**src/rtl/wgm_pkg.sv**
```systemverilog
`timescale 1ns / 1ps
package wgm_pkg;

  localparam int MAX_PATTERN = 32;

  localparam logic [7:0] STAR_BYTE = 8'h2A;
  localparam logic [7:0] ANY_BYTE  = 8'h3F;

  localparam logic [1:0] ACT_PATTERN = 2'd0;
  localparam logic [1:0] ACT_KEY     = 2'd1;
  localparam logic [1:0] ACT_END     = 2'd2;

  typedef struct packed {
    logic [1:0] action;
    logic [7:0] symbol;
    logic       restart;
  } in_t;

  typedef struct packed {
    logic matched;
    logic pattern_too_long;
  } out_t;

  // broadcast from the top level to every cell
  typedef struct packed {
    logic       wr_pattern;  // store symbol at the write position
    logic       key_step;    // advance the active bits by one key byte
    logic       rearm;       // reload active bits from the rearm vector
    logic [7:0] sym;
    logic       sym_star;
  } ctl_t;

  // handed from cell i to cell i+1
  typedef struct packed {
    logic step;   // transition from position i into i+1
    logic close;  // star closure into i+1
    logic rearm;  // rearm bit of position i
  } link_t;

endpackage

```
**src/rtl/wildcard_glob_matcher.sv**
```systemverilog
`timescale 1ns / 1ps
// Anchored glob matcher: a pattern is loaded one byte per request (restart
// clears the old one first), then key bytes stream in and an end-of-key
// request returns one result saying whether the whole key matched the whole
// pattern; '*' matches any run of bytes, '?' any single byte. A new request
// is taken every cycle while in_stall is low: the matcher is a chain
// of MAX_PATTERN+1 cells, one per pattern position, each holding its pattern
// byte, its active bit and its rearm bit, and the active bits advance for
// all positions at once; the longest path is the star-closure ripple along
// the chain. Results leave through an output register backed by a one-entry
// skid register, so in_stall rises only when both are full. Pattern bytes
// past MAX_PATTERN are dropped and flag pattern_too_long, and every match
// then fails until a restart.
module wildcard_glob_matcher #(
  parameter int MAX_PATTERN = wgm_pkg::MAX_PATTERN
) (
  input  logic          clk,
  input  logic          rst_n,
  input  logic          in_valid,
  output logic          in_stall,
  input  wgm_pkg::in_t  in_data,
  output logic          out_valid,
  input  logic          out_stall,
  output wgm_pkg::out_t out_data
);

  localparam int LW = $clog2(MAX_PATTERN + 1);

  // pattern bookkeeping
  logic [LW-1:0] len_r, len_nxt;
  logic          ovf_r, ovf_nxt;
  logic [LW-1:0] base;       // write position after an optional restart
  logic          can_wr;

  // output register and skid
  logic          out_v_r, out_v_nxt;
  wgm_pkg::out_t out_r, out_nxt;
  logic          skid_v_r, skid_v_nxt;
  wgm_pkg::out_t skid_r, skid_nxt;

  logic          in_acc, is_pat, is_key, is_end;
  wgm_pkg::ctl_t ctl;
  wgm_pkg::out_t res;

  wgm_pkg::link_t           link [0:MAX_PATTERN+1];
  logic [MAX_PATTERN:0]     act_vec;

  assign in_acc = in_valid & ~in_stall;
  assign is_pat = in_acc && (in_data.action == wgm_pkg::ACT_PATTERN);
  assign is_key = in_acc && (in_data.action == wgm_pkg::ACT_KEY);
  assign is_end = in_acc && (in_data.action == wgm_pkg::ACT_END);

  always_comb begin
    base   = in_data.restart ? '0 : len_r;
    can_wr = base < LW'(MAX_PATTERN);

    ctl.wr_pattern = is_pat & can_wr;
    ctl.key_step   = is_key;
    // any pattern byte (kept or dropped) and every key end rearm the vector
    ctl.rearm      = is_pat | is_end;
    ctl.sym        = in_data.symbol;
    ctl.sym_star   = in_data.symbol == wgm_pkg::STAR_BYTE;

    len_nxt = len_r;
    ovf_nxt = ovf_r;
    if (is_pat) begin
      if (can_wr) begin
        len_nxt = base + LW'(1);
      end
      ovf_nxt = in_data.restart ? 1'b0 : (ovf_r | ~can_wr);
    end

    // accept state is the bit at the pattern's end position
    res.matched          = act_vec[len_r] & ~ovf_r;
    res.pattern_too_long = ovf_r;
  end

  // position zero: nothing arrives from the left, rearm bit always set
  assign link[0] = '{step: 1'b0, close: 1'b0, rearm: 1'b1};

  for (genvar g = 0; g <= MAX_PATTERN; g++) begin : g_cell
    wgm_cell #(
      .MAX_PATTERN (MAX_PATTERN),
      .IDX         (g)
    ) u_cell (
      .clk      (clk),
      .rst_n    (rst_n),
      .ctl      (ctl),
      .wr_pos   (base),
      .len      (len_r),
      .link_in  (link[g]),
      .link_out (link[g+1]),
      .active   (act_vec[g])
    );
  end

  // output register refills from the skid first, else from a new result
  always_comb begin
    out_v_nxt  = out_v_r;
    out_nxt    = out_r;
    skid_v_nxt = skid_v_r;
    skid_nxt   = skid_r;
    if (!out_v_r || !out_stall) begin
      if (skid_v_r) begin
        out_v_nxt  = 1'b1;
        out_nxt    = skid_r;
        skid_v_nxt = 1'b0;
      end else begin
        out_v_nxt = is_end;
        out_nxt   = res;
      end
    end else if (is_end) begin
      skid_v_nxt = 1'b1;
      skid_nxt   = res;
    end
  end

  always_ff @(posedge clk) begin
    if (!rst_n) begin
      len_r    <= '0;
      ovf_r    <= 1'b0;
      out_v_r  <= 1'b0;
      skid_v_r <= 1'b0;
    end else begin
      len_r    <= len_nxt;
      ovf_r    <= ovf_nxt;
      out_v_r  <= out_v_nxt;
      skid_v_r <= skid_v_nxt;
    end
  end

  always_ff @(posedge clk) begin
    out_r  <= out_nxt;
    skid_r <= skid_nxt;
  end

  assign in_stall  = skid_v_r;
  assign out_valid = out_v_r;
  assign out_data  = out_r;

endmodule

```
**src/rtl/wgm_cell.sv**
```systemverilog
`timescale 1ns / 1ps
module wgm_cell #(
  parameter int MAX_PATTERN = wgm_pkg::MAX_PATTERN,
  parameter int IDX = 0
) (
  input  logic                                 clk,
  input  logic                                 rst_n,
  input  wgm_pkg::ctl_t                        ctl,
  input  logic [$clog2(MAX_PATTERN+1)-1:0]     wr_pos,
  input  logic [$clog2(MAX_PATTERN+1)-1:0]     len,
  input  wgm_pkg::link_t                       link_in,
  output wgm_pkg::link_t                       link_out,
  output logic                                 active
);

  localparam int LW = $clog2(MAX_PATTERN + 1);
  localparam logic [LW-1:0] POS     = LW'(IDX);
  localparam logic [LW:0]   POS_EXT = (LW + 1)'(IDX);

  logic [7:0] sym_r;
  logic       act_r, act_nxt;
  logic       rearm_r, rearm_nxt;
  logic       used, is_star, hit, closed;

  always_comb begin
    used    = POS < len;
    is_star = sym_r == wgm_pkg::STAR_BYTE;
    hit     = (sym_r == wgm_pkg::ANY_BYTE) || (sym_r == ctl.sym);
    // star self-loop plus whatever the left neighbour hands over
    closed  = (act_r & used & is_star) | link_in.step | link_in.close;

    link_out.step  = act_r & used & ~is_star & hit;
    link_out.close = closed & used & is_star;
    link_out.rearm = rearm_r;

    // a new byte one to the left extends the leading run of stars
    rearm_nxt = rearm_r;
    if (ctl.wr_pattern && (({1'b0, wr_pos} + (LW + 1)'(1)) == POS_EXT)) begin
      rearm_nxt = link_in.rearm & ctl.sym_star;
    end

    if (ctl.rearm) begin
      act_nxt = rearm_nxt;
    end else if (ctl.key_step) begin
      act_nxt = closed;
    end else begin
      act_nxt = act_r;
    end
  end

  always_ff @(posedge clk) begin
    if (!rst_n) begin
      act_r   <= (IDX == 0);
      rearm_r <= (IDX == 0);
    end else begin
      act_r   <= act_nxt;
      rearm_r <= rearm_nxt;
    end
  end

  always_ff @(posedge clk) begin
    if (ctl.wr_pattern && (wr_pos == POS)) begin
      sym_r <= ctl.sym;
    end
  end

  assign active = act_r;

endmodule

```
**config.mk**
```make
export PLATFORM = sky130hd
export DESIGN_NAME = wildcard_glob_matcher
export DESIGN_NICKNAME = d
export VERILOG_FILES = /design/src/rtl/wgm_pkg.sv /design/src/rtl/wildcard_glob_matcher.sv /design/src/rtl/wgm_cell.sv
export SDC_FILE = /design/constraint.sdc
export NUM_CORES = 1
export LEC_CHECK = 0
export BUFFER_PORTS_ARGS = -buffer_cell sky130_fd_sc_hd__buf_2
export CORE_MARGIN = 4
export CORE_UTILIZATION = 35
export DETAILED_ROUTE_END_ITERATION = 12
export GPL_TIMING_DRIVEN = 0
export HOLD_SLACK_MARGIN = 0.08
export SLEW_MARGIN = 10
export SYNTH_ARGS = -nofsm -noshare
export SYNTH_HDL_FRONTEND = slang
export SYNTH_SLANG_ARGS = --single-unit
```
**constraint.sdc**
```tcl
create_clock -name clk -period 4.1 [get_ports clk]
set_clock_uncertainty 0.05 [all_clocks]
set_input_delay 0.615 -clock clk [delete_from_list [all_inputs] [get_ports clk]]
set_output_delay 0.615 -clock clk [all_outputs]
set_load 0.005 [all_outputs]
```
==> qor.yml <==
yosys.area_share.adder_pct: 0.3511
gp_congestion: 0.9540
numCtsBuffers: 37
grt_overflow: 0
io_pins: 19
power.density_nw_per_um2: 381.6
diodes: 0
dp.cells: 2293
routed_via_density: 5.664
finalCriticalPeriod_ns: 3.966
p_switching_w: 0.001682
ys_ff_latch: 343
yosys.cell_count.top_type: "edfxtp_1"
syn_area_sq_um: 17820
synth_area_leader_cell: "edfxtp_1"
synth_top_cell_area_share_pct: 45.17
drv_slew: 0
rr_endpoint: "g_cell[14].u_cell.sym_r[1]"
async_reset_ff_share_pct: 0
p_leak_nw: 6.214
synthMuxAreaShare_pct: 1.559
initial_core_util_pct: 35.44
min_path_cells: 3
critPathMaxFanout: 8
hold_class: "in2reg"
clk_pin_slew_worst_paths_ns: 0.06
reg2reg_from: "in_stall"
synth_warnings: 0
r2r_cells: 7
port_buffers: 18
finalHoldViolCount: 0
clock_path_buffers: 3
drtAntennaViolNets: 0
grt_pass1_wl_microns: 80430
synth_edf_count: 268
grt_start_max_net_pins: 35
path_cells: "nor2b_1 -> nand2b_1 -> nor2_1 -> o21ai_0 -> nor2_1 -> nand2_1 -> nor3_1"
grt_antenna_before_repair: 1
rows: 82
wl_per_cell_microns: 23.15
cp.required_ns: 4.19
comb_power_share_pct: 5.6
cts_tree: "yes"
status: "finished, final reports clean"
synth_top_family_by_area: "simple AND/OR/NAND/NOR gates"
tightest_slew_ns: 1.290
pwr-share-seq_pct: 49.0
routed_wl_microns: 54570
final_area_sq_um: 20120
fin_nets: 1678
syn_avg_cell_area_sq_um: 11.16
synth_xor_area_share_pct: 12.63
cts_root_buf: "clkbuf_16"
synth.area.top_cells: "edfxtp_1 45%, xnor2_1 9.5%, dfxtp_1 8.4%"
end_kind: "flop"
p_int_w: 0.005995
firstDrtPassIters: 6
drc: 0
final_cells: 2357
ctsHoldBuffers: 0
max_freq_mhz: 252.1
gr-usage-all-layers_pct: 19.57
setup_viol: 0
drive_above_1_share_pct: 10.21
hp-start: "out_stall"
cap_viol_max_count: 0
rsz0062_at_grt: "true"
synth-simple-area-share_pct: 16.86
syn_inst: 1596
slew_headroom_pct: 13.82
place_hpwl_microns: 37310
fin_total_pwr_w: 0.007677
worstHoldEndpoint: "out_valid"
first_iter_violations: 1263
areaGrowthSynthToFinish_pct: 12.92
fp.coreArea_sq_um: 50270
insertion_delay_ns: 0.55
die_w_microns: 233.6
arrival_ns: 4.06
grt_pass1_vias: 13040
fillers: 4818
p_sw_share_pct: 21.91
vias: 13350
die_area_sq_um: 54580
post_cts_buffers: 0
synth_compound_area_share_pct: 12.04
timing.final.crit_share_pct: 96.74
slowest_stage: "nor3_1"
cts_resized: 14
die_h_microns: 233.6
hold_slack_ns: 0.3985
synth_cell_type_count: 86
ys_top_cells_by_count: "268 x edfxtp_1, 193 x xnor2_1, 126 x nor2_1"
synth_ff_type: "edfxtp_1"
dpl_cell_area_sq_um: 18780
htreeDepth: 2
vdd_drop_max_uv: 195.5
r2r_slack_ns: 0.13
power_frac_clock_pct: 45.5
cts.sinks: 343
cpPeakStageDelay_ns: 0.92
crit_top_cell: "nor2_1"
ys_seq_area_share_pct: 53.60
worstSetupStartpointType: "flop"
path_class: "reg2reg"
flip-flops by register name (all words and copies together), names as in the netlist, 2 cells and up:
name                   flops
g_cell.u_cell.sym_r      264
out_data                   2
skid_r                     2
len_r                      6
g_cell.u_cell.rearm_r     33
g_cell.u_cell.active      33
metrics by stage:
| step | utilization [%] | setup slack (ns) | TNS [ns] |
|---|---|---|---|
| after floorplan | - | 0.6691 | 0 |
| after global placement | 37.34 | -1.061 | -38.78 |
| after detailed placement | 37.35 | -1.050 | -41.77 |
| after CTS | 39.92 | 0.002746 | 0 |
| after global routing | 40.02 | 0.001926 | 0 |
| final | 40.02 | 0.1336 | 0 |
placed cells by master, fill, tap and decap left out, types with 7 or more instances in the layout:
master	n
and3_1	23
nand2b_1	7
mux4_2	10
conb_1	8
nor3_1	34
nor4bb_1	7
inv_1	19
a22o_1	21
edfxtp_1	268
nand2_1	97
a21oi_1	53
or2_2	9
xor2_1	64
nor3b_1	11
o21ai_0	79
nand3_1	69
dfxtp_1	75
buf_4	11
buf_6	20
nor2_1	126
clkbuf_16	38
nand4_1	67
xnor2_1	193
a21boi_0	19
a22oi_1	12
o21a_1	9
or3_1	22
nor4_1	23
buf_2	29
o211ai_1	8
o31ai_1	13
and2_1	22
clkbuf_1	32
nor2b_1	17
a211oi_1	7
power groups by stage:
stage | Clock [W] | Combinational [W] | Sequential [W]
2_1_floorplan | 0 | 0.000241 | 0.00384
5_1_grt | 0.00368 | 0.000451 | 0.00376
3_5_place_dp | 0 | 0.000418 | 0.00384
3_3_place_gp | 0 | 0.000411 | 0.00384
6_report | 0.00349 | 0.000426 | 0.00376
4_1_cts | 0.00355 | 0.000422 | 0.00376
final cells by class:
class	instances	area [sq um]	area share, %
well taps	672	840.8	4.179
flip-flops and latches	343	9549	47.46
plain buffers	75	455.4	2.264
clock buffers	45	987.2	4.907
clock inverters	21	272.8	1.356
inverters	19	71.32	0.3545
repair buffers	18	132.6	0.6592
multi-input cells	1164	7810	38.82
critical path, delay by kind of cell (launching register included):
kind,cells,cell delay [ns]
compound gates,1,0.47
simple gates,6,2.69
flops,1,0.36
layer usage:
layer	routed length (microns)	GRT usage, %	up-vias
li1	-	-	6083
met4	2248	8.076	0
met1	23510	26.19	6622
met5	0	0	-
met3	3772	3.134	117
met2	25040	31.65	529
cell families (layout without fill, tap and decap cells):
family	Yosys count	in the layout
AOI/OAI and AO/OA	308	308
and+or+nand+nor	571	571
muxes	15	15
xor gates and xnor gates	257	257
other	1	8
buffers and inverters	96	178
adders and majority gates	5	5
DFF	343	343
worst max path at each step:
stage | cells after the start | endpoint | slack, ns | from
2_1_floorplan | 16 | g_cell[31].u_cell.active | 0.67 | in_data[0]
3_3_place_gp | 14 | g_cell[31].u_cell.active | -1.06 | in_data[8]
3_5_place_dp | 14 | g_cell[31].u_cell.active | -1.05 | in_data[7]
4_1_cts | 14 | g_cell[11].u_cell.active | 0.003 | len_r[0]
5_1_grt | 14 | g_cell[31].u_cell.active | 0.002 | in_data[3]
6_report | 7 | g_cell[14].u_cell.sym_r[1] | 0.13 | in_stall
(Power assumes the default switching activity.)
